### config.mk
export PLATFORM = sky130hd
export DESIGN_NAME = cpu6502_execute_unit
export DESIGN_NICKNAME = d
export VERILOG_FILES = /design/src/sv/c6502_pkg.sv /design/src/sv/c6502_ram.sv /design/src/sv/c6502_stack.sv /design/src/sv/c6502_alu.sv /design/src/sv/cpu6502_execute_unit.sv
export SDC_FILE = /design/constraint.sdc
export NUM_CORES = 2
export LEC_CHECK = 0
export ABC_AREA = 1
export BUFFER_PORTS_ARGS = -buffer_cell sky130_fd_sc_hd__buf_2
export CAP_MARGIN = 40
export CELL_PAD_IN_SITES_DETAIL_PLACEMENT = 1
export CELL_PAD_IN_SITES_GLOBAL_PLACEMENT = 1
export CORE_ASPECT_RATIO = 1.2
export CORE_UTILIZATION = 46
export DETAILED_ROUTE_END_ITERATION = 10
export MAX_ROUTING_LAYER = met4
export PLACE_DENSITY_LB_ADDON = 0.3
export SLEW_MARGIN = 20
export SYNTH_ARGS = -nofsm -noshare
export SYNTH_HDL_FRONTEND = slang
export SYNTH_SLANG_ARGS = --single-unit
### constraint.sdc
create_clock -name clk -period 5.53 [get_ports clk]
set_input_delay 0 -clock clk [delete_from_list [all_inputs] [get_ports clk]]
set_output_delay 0 -clock clk [all_outputs]
set_load 0.01 [all_outputs]
### src/sv/c6502_pkg.sv
// Shared types and constants for the 6502 execute unit.
package c6502_pkg;

  typedef enum logic [5:0] {
    CMD_ADC   = 6'd0,
    CMD_AND   = 6'd1,
    CMD_ASL_A = 6'd2,
    CMD_ASL_M = 6'd3,
    CMD_BCC   = 6'd4,
    CMD_BCS   = 6'd5,
    CMD_BEQ   = 6'd6,
    CMD_BIT   = 6'd7,
    CMD_BMI   = 6'd8,
    CMD_BNE   = 6'd9,
    CMD_BPL   = 6'd10,
    CMD_BRK   = 6'd11,
    CMD_BVC   = 6'd12,
    CMD_BVS   = 6'd13,
    CMD_CLC   = 6'd14,
    CMD_CLD   = 6'd15,
    CMD_CLI   = 6'd16,
    CMD_CLV   = 6'd17,
    CMD_CMP   = 6'd18,
    CMD_CPX   = 6'd19,
    CMD_CPY   = 6'd20,
    CMD_DEC   = 6'd21,
    CMD_DEX   = 6'd22,
    CMD_DEY   = 6'd23,
    CMD_EOR   = 6'd24,
    CMD_INC   = 6'd25,
    CMD_INX   = 6'd26,
    CMD_INY   = 6'd27,
    CMD_JMP   = 6'd28,
    CMD_JSR   = 6'd29,
    CMD_LDA   = 6'd30,
    CMD_LDX   = 6'd31,
    CMD_LDY   = 6'd32,
    CMD_LSR_A = 6'd33,
    CMD_LSR_M = 6'd34,
    CMD_NOP   = 6'd35,
    CMD_ORA   = 6'd36,
    CMD_PHA   = 6'd37,
    CMD_PHP   = 6'd38,
    CMD_PLA   = 6'd39,
    CMD_PLP   = 6'd40,
    CMD_ROL_A = 6'd41,
    CMD_ROL_M = 6'd42,
    CMD_ROR_A = 6'd43,
    CMD_ROR_M = 6'd44,
    CMD_RTI   = 6'd45,
    CMD_SEC   = 6'd46,
    CMD_SED   = 6'd47,
    CMD_SEI   = 6'd48,
    CMD_STA   = 6'd49,
    CMD_STX   = 6'd50,
    CMD_STY   = 6'd51,
    CMD_TAX   = 6'd52,
    CMD_TAY   = 6'd53,
    CMD_TSX   = 6'd54,
    CMD_TXA   = 6'd55,
    CMD_TXS   = 6'd56,
    CMD_TYA   = 6'd57
  } cmd_t;

  // Status bit positions, NV-BDIZC.
  localparam int FLAG_C = 0;
  localparam int FLAG_Z = 1;
  localparam int FLAG_I = 2;
  localparam int FLAG_D = 3;
  localparam int FLAG_B = 4;
  localparam int FLAG_V = 6;
  localparam int FLAG_N = 7;

  localparam logic [7:0]  FLAGS_RESET = 8'h20;
  localparam logic [7:0]  SP_RESET    = 8'hFF;
  localparam logic [7:0]  RTI_MASK    = 8'hEF;

  // Stack is split into four banks by the low two address bits, so any three
  // consecutive stack bytes fall into different banks.
  localparam int STK_BANKS = 4;
  localparam int STK_DEPTH = 64;

  typedef struct packed {
    logic [7:0]  acc;
    logic [7:0]  x;
    logic [7:0]  y;
    logic [7:0]  sp;
    logic [7:0]  flags;
    logic [15:0] pc;
  } regs_t;

  // Bytes pushed by one operation: data[0] goes to sp, data[1] to sp-1, ...
  typedef struct packed {
    logic [1:0]      count;
    logic [2:0][7:0] data;
  } stk_push_t;

endpackage

### src/sv/c6502_ram.sv
// Generic single-write, single-read RAM with registered read data.
module c6502_ram #(
  parameter int WIDTH = 8,
  parameter int DEPTH = 64
) (
  input  logic                     clk,
  input  logic                     we,
  input  logic [$clog2(DEPTH)-1:0] waddr,
  input  logic [WIDTH-1:0]         wdata,
  input  logic                     re,
  input  logic [$clog2(DEPTH)-1:0] raddr,
  output logic [WIDTH-1:0]         rdata
);

  logic [WIDTH-1:0] mem [DEPTH];

  always_ff @(posedge clk) begin
    if (we) begin
      mem[waddr] <= wdata;
    end
    if (re) begin
      rdata <= mem[raddr];
    end
  end

endmodule

### src/sv/c6502_stack.sv
// Banked stack store with valid bits, write forwarding and pull-byte select.
module c6502_stack (
  input  logic                  clk,
  input  logic                  rst,
  input  logic                  rd_en,
  input  logic [7:0]            rd_sp,
  input  logic                  wr_en,
  input  logic [7:0]            sp,
  input  c6502_pkg::stk_push_t  push,
  output logic [2:0][7:0]       pull
);

  localparam int NB = c6502_pkg::STK_BANKS;
  localparam int AW = $clog2(c6502_pkg::STK_DEPTH);

  logic [7:0]             rd_base;
  logic [NB-1:0][AW-1:0]  ridx;
  logic [NB-1:0][AW-1:0]  widx;
  logic [NB-1:0][7:0]     wdata;
  logic [NB-1:0]          we;
  logic [NB-1:0][7:0]     ram_q;
  logic [NB-1:0][c6502_pkg::STK_DEPTH-1:0] vld;
  logic [NB-1:0]          vld_q;
  logic [NB-1:0]          byp;
  logic [NB-1:0][7:0]     byp_data;
  logic [NB-1:0][7:0]     bank_byte;
  logic [7:0]             pull_addr [3];

  assign rd_base = rd_sp + 8'd1;

  always_comb begin
    for (int b = 0; b < NB; b++) begin
      logic [1:0] k;
      logic [7:0] wa;
      // Reads cover rd_sp+1 .. rd_sp+4, one address per bank.
      if (2'(b) >= rd_base[1:0]) begin
        ridx[b] = rd_base[7:2];
      end else begin
        ridx[b] = rd_base[7:2] + 6'd1;
      end
      k = sp[1:0] - 2'(b);
      wa = sp - {6'd0, k};
      widx[b] = wa[7:2];
      wdata[b] = (k == 2'd3) ? 8'd0 : push.data[k];
      we[b] = wr_en && (k < push.count);
    end
  end

  for (genvar b = 0; b < NB; b++) begin : g_bank
    c6502_ram #(
      .WIDTH(8),
      .DEPTH(c6502_pkg::STK_DEPTH)
    ) u_ram (
      .clk   (clk),
      .we    (we[b]),
      .waddr (widx[b]),
      .wdata (wdata[b]),
      .re    (rd_en),
      .raddr (ridx[b]),
      .rdata (ram_q[b])
    );

    always_ff @(posedge clk) begin
      if (rst) begin
        vld[b] <= '0;
      end else if (we[b]) begin
        vld[b][widx[b]] <= 1'b1;
      end
    end

    // A write in the same cycle as the read is not seen by the RAM, so it is
    // captured here and used in place of the read data.
    always_ff @(posedge clk) begin
      if (rst) begin
        vld_q[b] <= 1'b0;
        byp[b]   <= 1'b0;
      end else if (rd_en) begin
        vld_q[b] <= vld[b][ridx[b]];
        byp[b]   <= we[b] && (widx[b] == ridx[b]);
      end
    end

    always_ff @(posedge clk) begin
      if (rd_en) begin
        byp_data[b] <= wdata[b];
      end
    end

    assign bank_byte[b] = byp[b] ? byp_data[b] : (vld_q[b] ? ram_q[b] : 8'd0);
  end

  always_comb begin
    for (int j = 0; j < 3; j++) begin
      pull_addr[j] = sp + 8'(j + 1);
      pull[j] = bank_byte[pull_addr[j][1:0]];
    end
  end

endmodule

### src/sv/c6502_alu.sv
// Combinational execute step: next register file, memory byte and stack pushes.
module c6502_alu (
  input  c6502_pkg::cmd_t       cmd,
  input  logic [7:0]            operand,
  input  logic [15:0]           target_address,
  input  logic [15:0]           break_vector,
  input  c6502_pkg::regs_t      cur,
  input  logic [2:0][7:0]       pull,
  output c6502_pkg::regs_t      nxt,
  output logic                  mem_write,
  output logic [7:0]            mem_data,
  output c6502_pkg::stk_push_t  push
);

  function automatic logic [7:0] set_nz(input logic [7:0] f, input logic [7:0] v);
    logic [7:0] r;
    r = f;
    r[c6502_pkg::FLAG_N] = v[7];
    r[c6502_pkg::FLAG_Z] = (v == 8'd0);
    return r;
  endfunction

  // Returns {carry, result}.
  function automatic logic [8:0] shift_byte(input logic left, input logic rot,
                                            input logic [7:0] v, input logic cin);
    logic fill;
    fill = rot & cin;
    if (left) begin
      return {v[7], v[6:0], fill};
    end else begin
      return {v[0], fill, v[7:1]};
    end
  endfunction

  logic [8:0]  sum;
  logic [7:0]  cmp_reg;
  logic [8:0]  diff;
  logic [15:0] br_target;
  logic        br_take;
  logic [15:0] pc_inc;
  logic [7:0]  sh_in;
  logic [8:0]  sh;
  logic        cin;

  assign cin = cur.flags[c6502_pkg::FLAG_C];
  assign sum = {1'b0, cur.acc} + {1'b0, operand} + {8'd0, cin};
  assign br_target = cur.pc + {{8{operand[7]}}, operand};
  assign pc_inc = cur.pc + 16'd1;

  always_comb begin
    case (cmd)
      c6502_pkg::CMD_CPX: cmp_reg = cur.x;
      c6502_pkg::CMD_CPY: cmp_reg = cur.y;
      default:            cmp_reg = cur.acc;
    endcase
  end
  assign diff = {1'b0, cmp_reg} - {1'b0, operand};

  always_comb begin
    case (cmd)
      c6502_pkg::CMD_BCC: br_take = !cur.flags[c6502_pkg::FLAG_C];
      c6502_pkg::CMD_BCS: br_take =  cur.flags[c6502_pkg::FLAG_C];
      c6502_pkg::CMD_BEQ: br_take =  cur.flags[c6502_pkg::FLAG_Z];
      c6502_pkg::CMD_BNE: br_take = !cur.flags[c6502_pkg::FLAG_Z];
      c6502_pkg::CMD_BMI: br_take =  cur.flags[c6502_pkg::FLAG_N];
      c6502_pkg::CMD_BPL: br_take = !cur.flags[c6502_pkg::FLAG_N];
      c6502_pkg::CMD_BVS: br_take =  cur.flags[c6502_pkg::FLAG_V];
      c6502_pkg::CMD_BVC: br_take = !cur.flags[c6502_pkg::FLAG_V];
      default:            br_take = 1'b0;
    endcase
  end

  // One shifter serves both the accumulator and the memory forms.
  always_comb begin
    case (cmd)
      c6502_pkg::CMD_ASL_A, c6502_pkg::CMD_LSR_A,
      c6502_pkg::CMD_ROL_A, c6502_pkg::CMD_ROR_A: sh_in = cur.acc;
      default:                                     sh_in = operand;
    endcase
  end

  always_comb begin
    case (cmd)
      c6502_pkg::CMD_ASL_A, c6502_pkg::CMD_ASL_M: sh = shift_byte(1'b1, 1'b0, sh_in, cin);
      c6502_pkg::CMD_ROL_A, c6502_pkg::CMD_ROL_M: sh = shift_byte(1'b1, 1'b1, sh_in, cin);
      c6502_pkg::CMD_ROR_A, c6502_pkg::CMD_ROR_M: sh = shift_byte(1'b0, 1'b1, sh_in, cin);
      default:                                     sh = shift_byte(1'b0, 1'b0, sh_in, cin);
    endcase
  end

  always_comb begin
    nxt        = cur;
    mem_write  = 1'b0;
    mem_data   = 8'd0;
    push.count = 2'd0;
    push.data  = '0;
    case (cmd)
      c6502_pkg::CMD_ADC: begin
        nxt.acc = sum[7:0];
        nxt.flags[c6502_pkg::FLAG_C] = sum[8];
        nxt.flags[c6502_pkg::FLAG_V] = ~(cur.acc[7] ^ operand[7]) & (cur.acc[7] ^ sum[7]);
        nxt.flags = set_nz(nxt.flags, sum[7:0]);
      end
      c6502_pkg::CMD_AND: begin
        nxt.acc = cur.acc & operand;
        nxt.flags = set_nz(cur.flags, cur.acc & operand);
      end
      c6502_pkg::CMD_EOR: begin
        nxt.acc = cur.acc ^ operand;
        nxt.flags = set_nz(cur.flags, cur.acc ^ operand);
      end
      c6502_pkg::CMD_ORA: begin
        nxt.acc = cur.acc | operand;
        nxt.flags = set_nz(cur.flags, cur.acc | operand);
      end
      c6502_pkg::CMD_ASL_A, c6502_pkg::CMD_LSR_A,
      c6502_pkg::CMD_ROL_A, c6502_pkg::CMD_ROR_A: begin
        nxt.acc = sh[7:0];
        nxt.flags[c6502_pkg::FLAG_C] = sh[8];
        nxt.flags = set_nz(nxt.flags, sh[7:0]);
      end
      c6502_pkg::CMD_ASL_M, c6502_pkg::CMD_LSR_M,
      c6502_pkg::CMD_ROL_M, c6502_pkg::CMD_ROR_M: begin
        mem_write = 1'b1;
        mem_data = sh[7:0];
        nxt.flags[c6502_pkg::FLAG_C] = sh[8];
        nxt.flags = set_nz(nxt.flags, sh[7:0]);
      end
      c6502_pkg::CMD_BCC, c6502_pkg::CMD_BCS, c6502_pkg::CMD_BEQ,
      c6502_pkg::CMD_BNE, c6502_pkg::CMD_BMI, c6502_pkg::CMD_BPL,
      c6502_pkg::CMD_BVC, c6502_pkg::CMD_BVS: begin
        if (br_take) begin
          nxt.pc = br_target;
        end
      end
      c6502_pkg::CMD_BIT: begin
        nxt.flags[c6502_pkg::FLAG_Z] = ((cur.acc & operand) == 8'd0);
        nxt.flags[c6502_pkg::FLAG_N] = operand[7];
        nxt.flags[c6502_pkg::FLAG_V] = operand[6];
      end
      c6502_pkg::CMD_BRK: begin
        push.count = 2'd3;
        push.data[0] = pc_inc[15:8];
        push.data[1] = pc_inc[7:0];
        push.data[2] = cur.flags | (8'd1 << c6502_pkg::FLAG_B);
        nxt.sp = cur.sp - 8'd3;
        nxt.flags[c6502_pkg::FLAG_I] = 1'b1;
        nxt.pc = break_vector;
      end
      c6502_pkg::CMD_CLC: nxt.flags[c6502_pkg::FLAG_C] = 1'b0;
      c6502_pkg::CMD_CLD: nxt.flags[c6502_pkg::FLAG_D] = 1'b0;
      c6502_pkg::CMD_CLI: nxt.flags[c6502_pkg::FLAG_I] = 1'b0;
      c6502_pkg::CMD_CLV: nxt.flags[c6502_pkg::FLAG_V] = 1'b0;
      c6502_pkg::CMD_SEC: nxt.flags[c6502_pkg::FLAG_C] = 1'b1;
      c6502_pkg::CMD_SED: nxt.flags[c6502_pkg::FLAG_D] = 1'b1;
      c6502_pkg::CMD_SEI: nxt.flags[c6502_pkg::FLAG_I] = 1'b1;
      c6502_pkg::CMD_CMP, c6502_pkg::CMD_CPX, c6502_pkg::CMD_CPY: begin
        nxt.flags = set_nz(cur.flags, diff[7:0]);
        nxt.flags[c6502_pkg::FLAG_C] = ~diff[8];
      end
      c6502_pkg::CMD_DEC: begin
        mem_write = 1'b1;
        mem_data = operand - 8'd1;
        nxt.flags = set_nz(cur.flags, operand - 8'd1);
      end
      c6502_pkg::CMD_INC: begin
        mem_write = 1'b1;
        mem_data = operand + 8'd1;
        nxt.flags = set_nz(cur.flags, operand + 8'd1);
      end
      c6502_pkg::CMD_DEX: begin
        nxt.x = cur.x - 8'd1;
        nxt.flags = set_nz(cur.flags, cur.x - 8'd1);
      end
      c6502_pkg::CMD_DEY: begin
        nxt.y = cur.y - 8'd1;
        nxt.flags = set_nz(cur.flags, cur.y - 8'd1);
      end
      c6502_pkg::CMD_INX: begin
        nxt.x = cur.x + 8'd1;
        nxt.flags = set_nz(cur.flags, cur.x + 8'd1);
      end
      c6502_pkg::CMD_INY: begin
        nxt.y = cur.y + 8'd1;
        nxt.flags = set_nz(cur.flags, cur.y + 8'd1);
      end
      c6502_pkg::CMD_JMP: nxt.pc = target_address;
      c6502_pkg::CMD_JSR: begin
        push.count = 2'd2;
        push.data[0] = cur.pc[15:8];
        push.data[1] = cur.pc[7:0];
        nxt.sp = cur.sp - 8'd2;
        nxt.pc = target_address;
      end
      c6502_pkg::CMD_LDA: begin
        nxt.acc = operand;
        nxt.flags = set_nz(cur.flags, operand);
      end
      c6502_pkg::CMD_LDX: begin
        nxt.x = operand;
        nxt.flags = set_nz(cur.flags, operand);
      end
      c6502_pkg::CMD_LDY: begin
        nxt.y = operand;
        nxt.flags = set_nz(cur.flags, operand);
      end
      c6502_pkg::CMD_PHA: begin
        push.count = 2'd1;
        push.data[0] = cur.acc;
        nxt.sp = cur.sp - 8'd1;
      end
      c6502_pkg::CMD_PHP: begin
        push.count = 2'd1;
        push.data[0] = cur.flags;
        nxt.sp = cur.sp - 8'd1;
      end
      // PLA leaves the flags alone in this unit.
      c6502_pkg::CMD_PLA: begin
        nxt.acc = pull[0];
        nxt.sp = cur.sp + 8'd1;
      end
      c6502_pkg::CMD_PLP: begin
        nxt.flags = pull[0];
        nxt.sp = cur.sp + 8'd1;
      end
      c6502_pkg::CMD_RTI: begin
        nxt.flags = pull[0] & c6502_pkg::RTI_MASK;
        nxt.pc = {pull[2], pull[1]};
        nxt.sp = cur.sp + 8'd3;
      end
      c6502_pkg::CMD_STA: begin
        mem_write = 1'b1;
        mem_data = cur.acc;
      end
      c6502_pkg::CMD_STX: begin
        mem_write = 1'b1;
        mem_data = cur.x;
      end
      c6502_pkg::CMD_STY: begin
        mem_write = 1'b1;
        mem_data = cur.y;
      end
      c6502_pkg::CMD_TAX: begin
        nxt.x = cur.acc;
        nxt.flags = set_nz(cur.flags, cur.acc);
      end
      c6502_pkg::CMD_TAY: begin
        nxt.y = cur.acc;
        nxt.flags = set_nz(cur.flags, cur.acc);
      end
      c6502_pkg::CMD_TSX: begin
        nxt.x = cur.sp;
        nxt.flags = set_nz(cur.flags, cur.sp);
      end
      c6502_pkg::CMD_TXA: begin
        nxt.acc = cur.x;
        nxt.flags = set_nz(cur.flags, cur.x);
      end
      c6502_pkg::CMD_TXS: nxt.sp = cur.x;
      c6502_pkg::CMD_TYA: begin
        nxt.acc = cur.y;
        nxt.flags = set_nz(cur.flags, cur.y);
      end
      default: begin
        nxt = cur;
      end
    endcase
  end

endmodule

### src/sv/cpu6502_execute_unit.sv
// Top level of the 6502 execute unit: stream handshake, register file and stack.
//
// Input words on s_tdata carry one decoded operation; output words on m_tdata
// carry the full register file after it, plus the memory byte to write back.
// A word accepted into the execute stage runs there (the stack banks are read
// as it is accepted), and its result is loaded into the output register when
// the execute stage fires. One word is taken and one retired every cycle while
// m_tready stays high, all operations alike; the stack banks give one read per
// bank and one write per bank each cycle, which covers BRK and RTI.
// The stack read for a new word is addressed from the stack pointer that the
// word ahead of it leaves, and a push in that same cycle is forwarded.
// A stalled m_tready holds the output register, then the execute stage, and
// s_tready falls only when both are full.
// Reset (rst, synchronous) clears A, X, Y and PC, sets SP to 0xFF, the status
// byte to 0x20 and break_vector to 0, and marks every stack byte as zero at
// once; words can be sent in the first cycle after reset. The user must have
// break_vector written via cfg_write_en/cfg_write_data while idle; not enforced.
module cpu6502_execute_unit (
  input  logic        clk,
  input  logic        rst,
  input  logic        s_tvalid,
  output logic        s_tready,
  input  logic [31:0] s_tdata,   // cmd[5:0], operand[13:6], target_address[29:14], zero
  output logic        m_tvalid,
  input  logic        m_tready,
  output logic [71:0] m_tdata,   // acc_out[7:0], x_out[15:8], y_out[23:16],
                                 // sp_out[31:24], flags_out[39:32], pc_out[55:40],
                                 // mem_write[56], mem_data[64:57], zero
  input  logic        cfg_write_en,
  input  logic [15:0] cfg_write_data
);

  c6502_pkg::regs_t      regs;
  c6502_pkg::regs_t      regs_next;
  logic [15:0]           break_vector;

  logic                  e_valid;
  c6502_pkg::cmd_t       e_cmd;
  logic [7:0]            e_operand;
  logic [15:0]           e_target;
  logic                  e_fire;
  logic                  accept;

  logic [2:0][7:0]       pull;
  c6502_pkg::stk_push_t  push;
  logic                  alu_mem_write;
  logic [7:0]            alu_mem_data;
  logic [7:0]            rd_sp;

  logic                  o_valid;
  c6502_pkg::regs_t      o_regs;
  logic                  o_mem_write;
  logic [7:0]            o_mem_data;

  assign e_fire   = e_valid && (!o_valid || m_tready);
  assign s_tready = !e_valid || e_fire;
  assign accept   = s_tvalid && s_tready;
  assign rd_sp    = e_valid ? regs_next.sp : regs.sp;

  always_ff @(posedge clk) begin
    if (rst) begin
      break_vector <= 16'd0;
    end else if (cfg_write_en) begin
      break_vector <= cfg_write_data;
    end
  end

  always_ff @(posedge clk) begin
    if (rst) begin
      e_valid <= 1'b0;
    end else if (accept) begin
      e_valid <= 1'b1;
    end else if (e_fire) begin
      e_valid <= 1'b0;
    end
  end

  always_ff @(posedge clk) begin
    if (accept) begin
      e_cmd     <= c6502_pkg::cmd_t'(s_tdata[5:0]);
      e_operand <= s_tdata[13:6];
      e_target  <= s_tdata[29:14];
    end
  end

  always_ff @(posedge clk) begin
    if (rst) begin
      regs.acc   <= 8'd0;
      regs.x     <= 8'd0;
      regs.y     <= 8'd0;
      regs.sp    <= c6502_pkg::SP_RESET;
      regs.flags <= c6502_pkg::FLAGS_RESET;
      regs.pc    <= 16'd0;
    end else if (e_fire) begin
      regs <= regs_next;
    end
  end

  c6502_stack u_stack (
    .clk   (clk),
    .rst   (rst),
    .rd_en (accept),
    .rd_sp (rd_sp),
    .wr_en (e_fire),
    .sp    (regs.sp),
    .push  (push),
    .pull  (pull)
  );

  c6502_alu u_alu (
    .cmd            (e_cmd),
    .operand        (e_operand),
    .target_address (e_target),
    .break_vector   (break_vector),
    .cur            (regs),
    .pull           (pull),
    .nxt            (regs_next),
    .mem_write      (alu_mem_write),
    .mem_data       (alu_mem_data),
    .push           (push)
  );

  always_ff @(posedge clk) begin
    if (rst) begin
      o_valid <= 1'b0;
    end else if (e_fire) begin
      o_valid <= 1'b1;
    end else if (m_tready) begin
      o_valid <= 1'b0;
    end
  end

  always_ff @(posedge clk) begin
    if (e_fire) begin
      o_regs      <= regs_next;
      o_mem_write <= alu_mem_write;
      o_mem_data  <= alu_mem_data;
    end
  end

  assign m_tvalid = o_valid;
  assign m_tdata  = {7'd0, o_mem_data, o_mem_write, o_regs.pc, o_regs.flags,
                     o_regs.sp, o_regs.y, o_regs.x, o_regs.acc};

endmodule
==> out/metrics.yaml <==
critical_path:
  r2r_slack_ps: 210
  crit_top_cell: "nand2_2"
  path_max_fanout: 47
  critical_path_class: "flop to flop"
  cpPeakStageDelay_ps: 530
  crit_arrival_ps: 5950
  r2r_cells: 23
  r2r_end: "u_stack.g_bank[0].u_ram.rdata[1]"
  cp_slowest_cell: "edfxtp_1"
  r2r_start: "e_cmd[1]"
  worstSetupEndpointType: "flop"
  start_kind: "flop"
  cp-startpoint: "e_cmd[1]"
  cp_cell_sequence: "nand2_2, nor2_2, nand2_2, nand2_2, fa_1, nand2_1, nand3_1, nand3_1, nand2_2, ha_1, nand3_4, nand2_8, inv_8, ha_1, nand2_2, nand2_8, buf_12, o21ai_0, o21ai_1, o211ai_1, nand3_1, nand3_1, and2_1"
  crit_required_ps: 6150
  crit_end: "u_stack.g_bank[0].u_ram.rdata[1]"
synth:
  synthDistinctLibCells: 67
  synth_edf_count: 2207
  synthArstFlopShare: 0
  syn_avg_cell_area_um2: 10.0
  synthFlopType: "edfxtp_1"
  syn_inst: 11200
  yosys_warnings: 0
  ys_ff_latch: 2545
  synth.yosys.seq_area_share: 0.648
  synth_top_area_frac: 0.588
  yosys.area.top_type: "edfxtp_1"
  syn-cell-area_mm2: 0.113
  netlist_top_cells_area: "edfxtp_1 (59%), nand2_1 (13%), dfxtp_1 (6.0%)"
worst_hold_path:
  hp-start: "cfg_write_en"
  hold_path_class: "primary input to flop"
route:
  final_antenna_net_count: 0
  wl_um: 397000
  wl_per_cell_um: 26.5
  drtPass1Iterations: 6
  vias_per_cell: 5.86
  drt_iter0_drc: 8972
  vias: 88000
  drc: 0
place:
  dp_cells: 14300
  place_ws_ps: -119
  placed_area_mm2: 0.118
  globalplace.congestion: 0.978
  dp_hpwl_um: 251000
  io_buffers: 117
sta:
  slew_headroom: 0.245
  clock.fmax_mhz: 188
  fin_crit_sh: 0.963
  setup_slack_ps: 206
  finalHoldViolCount: 0
  slew_violations: 0
  worst_pin_slew_ps: 1130
  min_period_ps: 5320
  skew_ps: 74.0
  setup_violations: 0
  timing.setup.tns_ps: 0
  holdWs_ps: 136
die:
  start_util: 0.464
  core_mm2: 0.243
  fp.dieArea_mm2: 0.247
  die_y_um: 544
  io_pins: 127
  rows: 198
  die_w_um: 454
global_routing:
  antenna_found_initial: 9
  grt.total_usage: 0.323
  overflow: 0
  grt_max_degree: 219
  grt_pass1_vias: 90500
  grt_pass1_wl_um: 583000
finish:
  fin_cells: 15000
  fin_nets: 11700
  most-common-layout-cells: "nand2_1 (3788), edfxtp_1 (2207), nor2_1 (910)"
  stdcell_area_mm2: 0.129
  area_delta_synth_final_pct: 14.7
  drive_gt1_frac: 0.100
  finish.utilization: 0.532
  fill_cells: 26300
  final_common_cell: "nand2_1"
cts:
  cts_tree: "built"
  root_buffer: "clkbuf_16"
  htree_levels: 5
  clk_pin_slew_worst_paths_ps: 70
  cts.sinks: 2545
  cts_buffer_depth: 4
  cts_buffers: 272
  clk-insertion-delay-late_ps: 920
flow_run:
  max-cap-violations: 0
pwr:
  vdd_drop_max_v: 0.000379
  p_leak_nw: 50.0
  powerDensity_mw_per_mm2: 401
  p_total_mw: 51.9
outcome:
  status: "finished, final reports clean"
-- worst min-delay path by stage --
stage	slack, ps	cells after the start	endpoint
2_1_floorplan	100	0	e_cmd[0]
3_3_place_gp	180	1	e_target[13]
3_5_place_dp	180	1	e_target[14]
4_1_cts	90	4	break_vector[5]
5_1_grt	150	5	m_tvalid
6_report	140	4	break_vector[11]
-- area by class of cell --
cell class,count,area (um^2),area share
repair buffers,682,6100,0.0472
clock buffers,376,7710,0.0596
inverters,573,2200,0.0170
clock inverters,110,937,0.00725
well taps,3200,4000,0.0310
multi-input cells,7521,35300,0.273
diodes,7,17.5,0.000136
flip-flops and latches,2545,73000,0.565
-- state kept, by name (all words and copies together), names as in the netlist --
| register | count |
|---|---|
| e_operand | 8 |
| break_vector | 16 |
| e_target | 16 |
| m_tdata | 56 |
| m_tvalid | 1 |
| u_stack.byp | 4 |
| o_mem_write | 1 |
| u_stack.g_bank.u_ram.rdata | 32 |
| u_stack.vld_q | 4 |
| u_stack.byp_data | 32 |
| u_stack.vld | 256 |
| o_mem_data | 8 |
| e_cmd | 6 |
| e_valid | 1 |
| u_stack.g_bank.u_ram.mem | 2048 |
| regs | 56 |
-- where the power goes --
part	switching [mW]	total, mW	internal, mW
registers	0.301	21.7	21.4
clock network	7.75	18.1	10.4
logic	8.89	12.0	3.14
total	16.9	51.9	34.9
-- cells in the mapped netlist, types with 18 or more instances --
master	count
a221oi_1	18
ha_1	72
buf_1	46
a22oi_1	23
o21ai_0	535
nand4_1	41
buf_2	256
buf_4	43
clkinv_1	18
a21o_1	32
a211oi_1	20
nand2_1	3801
xor2_1	51
o221ai_1	21
a21oi_1	297
a22o_1	20
inv_2	23
mux2i_1	75
or2_2	83
edfxtp_1	2207
nand2_2	33
inv_1	531
o21ai_1	86
o211ai_1	121
clkbuf_1	247
nand3_1	849
nor3_1	41
o31ai_1	38
a31oi_1	40
o21a_1	72
o22ai_1	57
dfxtp_1	338
nor2_1	931
-- logic make-up after synthesis --
| family | count (synthesis) | share of synthesized area |
|---|---|---|
| AO/OA/AOI/OAI | 1444 | 0.0762 |
| XOR/XNOR | 66 | 0.00513 |
| adder cells (fa/ha/maj) | 77 | 0.00888 |
| buffers and inverters | 1175 | 0.0440 |
| flip-flops | 2545 | 0.648 |
| multiplexers | 75 | 0.00666 |
| other | 1 | 0.0000333 |
| AND/OR/NAND/NOR | 5850 | 0.211 |
-- timing repair --
| item | 4_1_cts | 5_1_grt |
|---|---|---|
| buffers inserted | 0 | 4 |
| resized for setup | 6 | 28 |
| endpoints found under the setup margin | 11 | 29 |
| endpoints found under the hold margin | 89 | 0 |
| gates cloned | 0 | 4 |
| hold buffers | 127 | 0 |
| pin swaps | 1 | 3 |
-- metal layers --
layer	vias up	routed length, um	track usage
li1	39000	-	-
met1	44500	157000	0.400
met2	3516	195000	0.529
met3	964	26200	0.0438
met4	0	19400	0.144
met5	-	0	-
-- worst max-delay path: cells and delay by family (launching register included) --
kind	cells	cell delay (ps)
simple gates	15	2410
compound gates	3	500
fa+ha+maj	3	1230
buf+inv	2	320
flops	1	530
(Power assumes the default switching activity.)
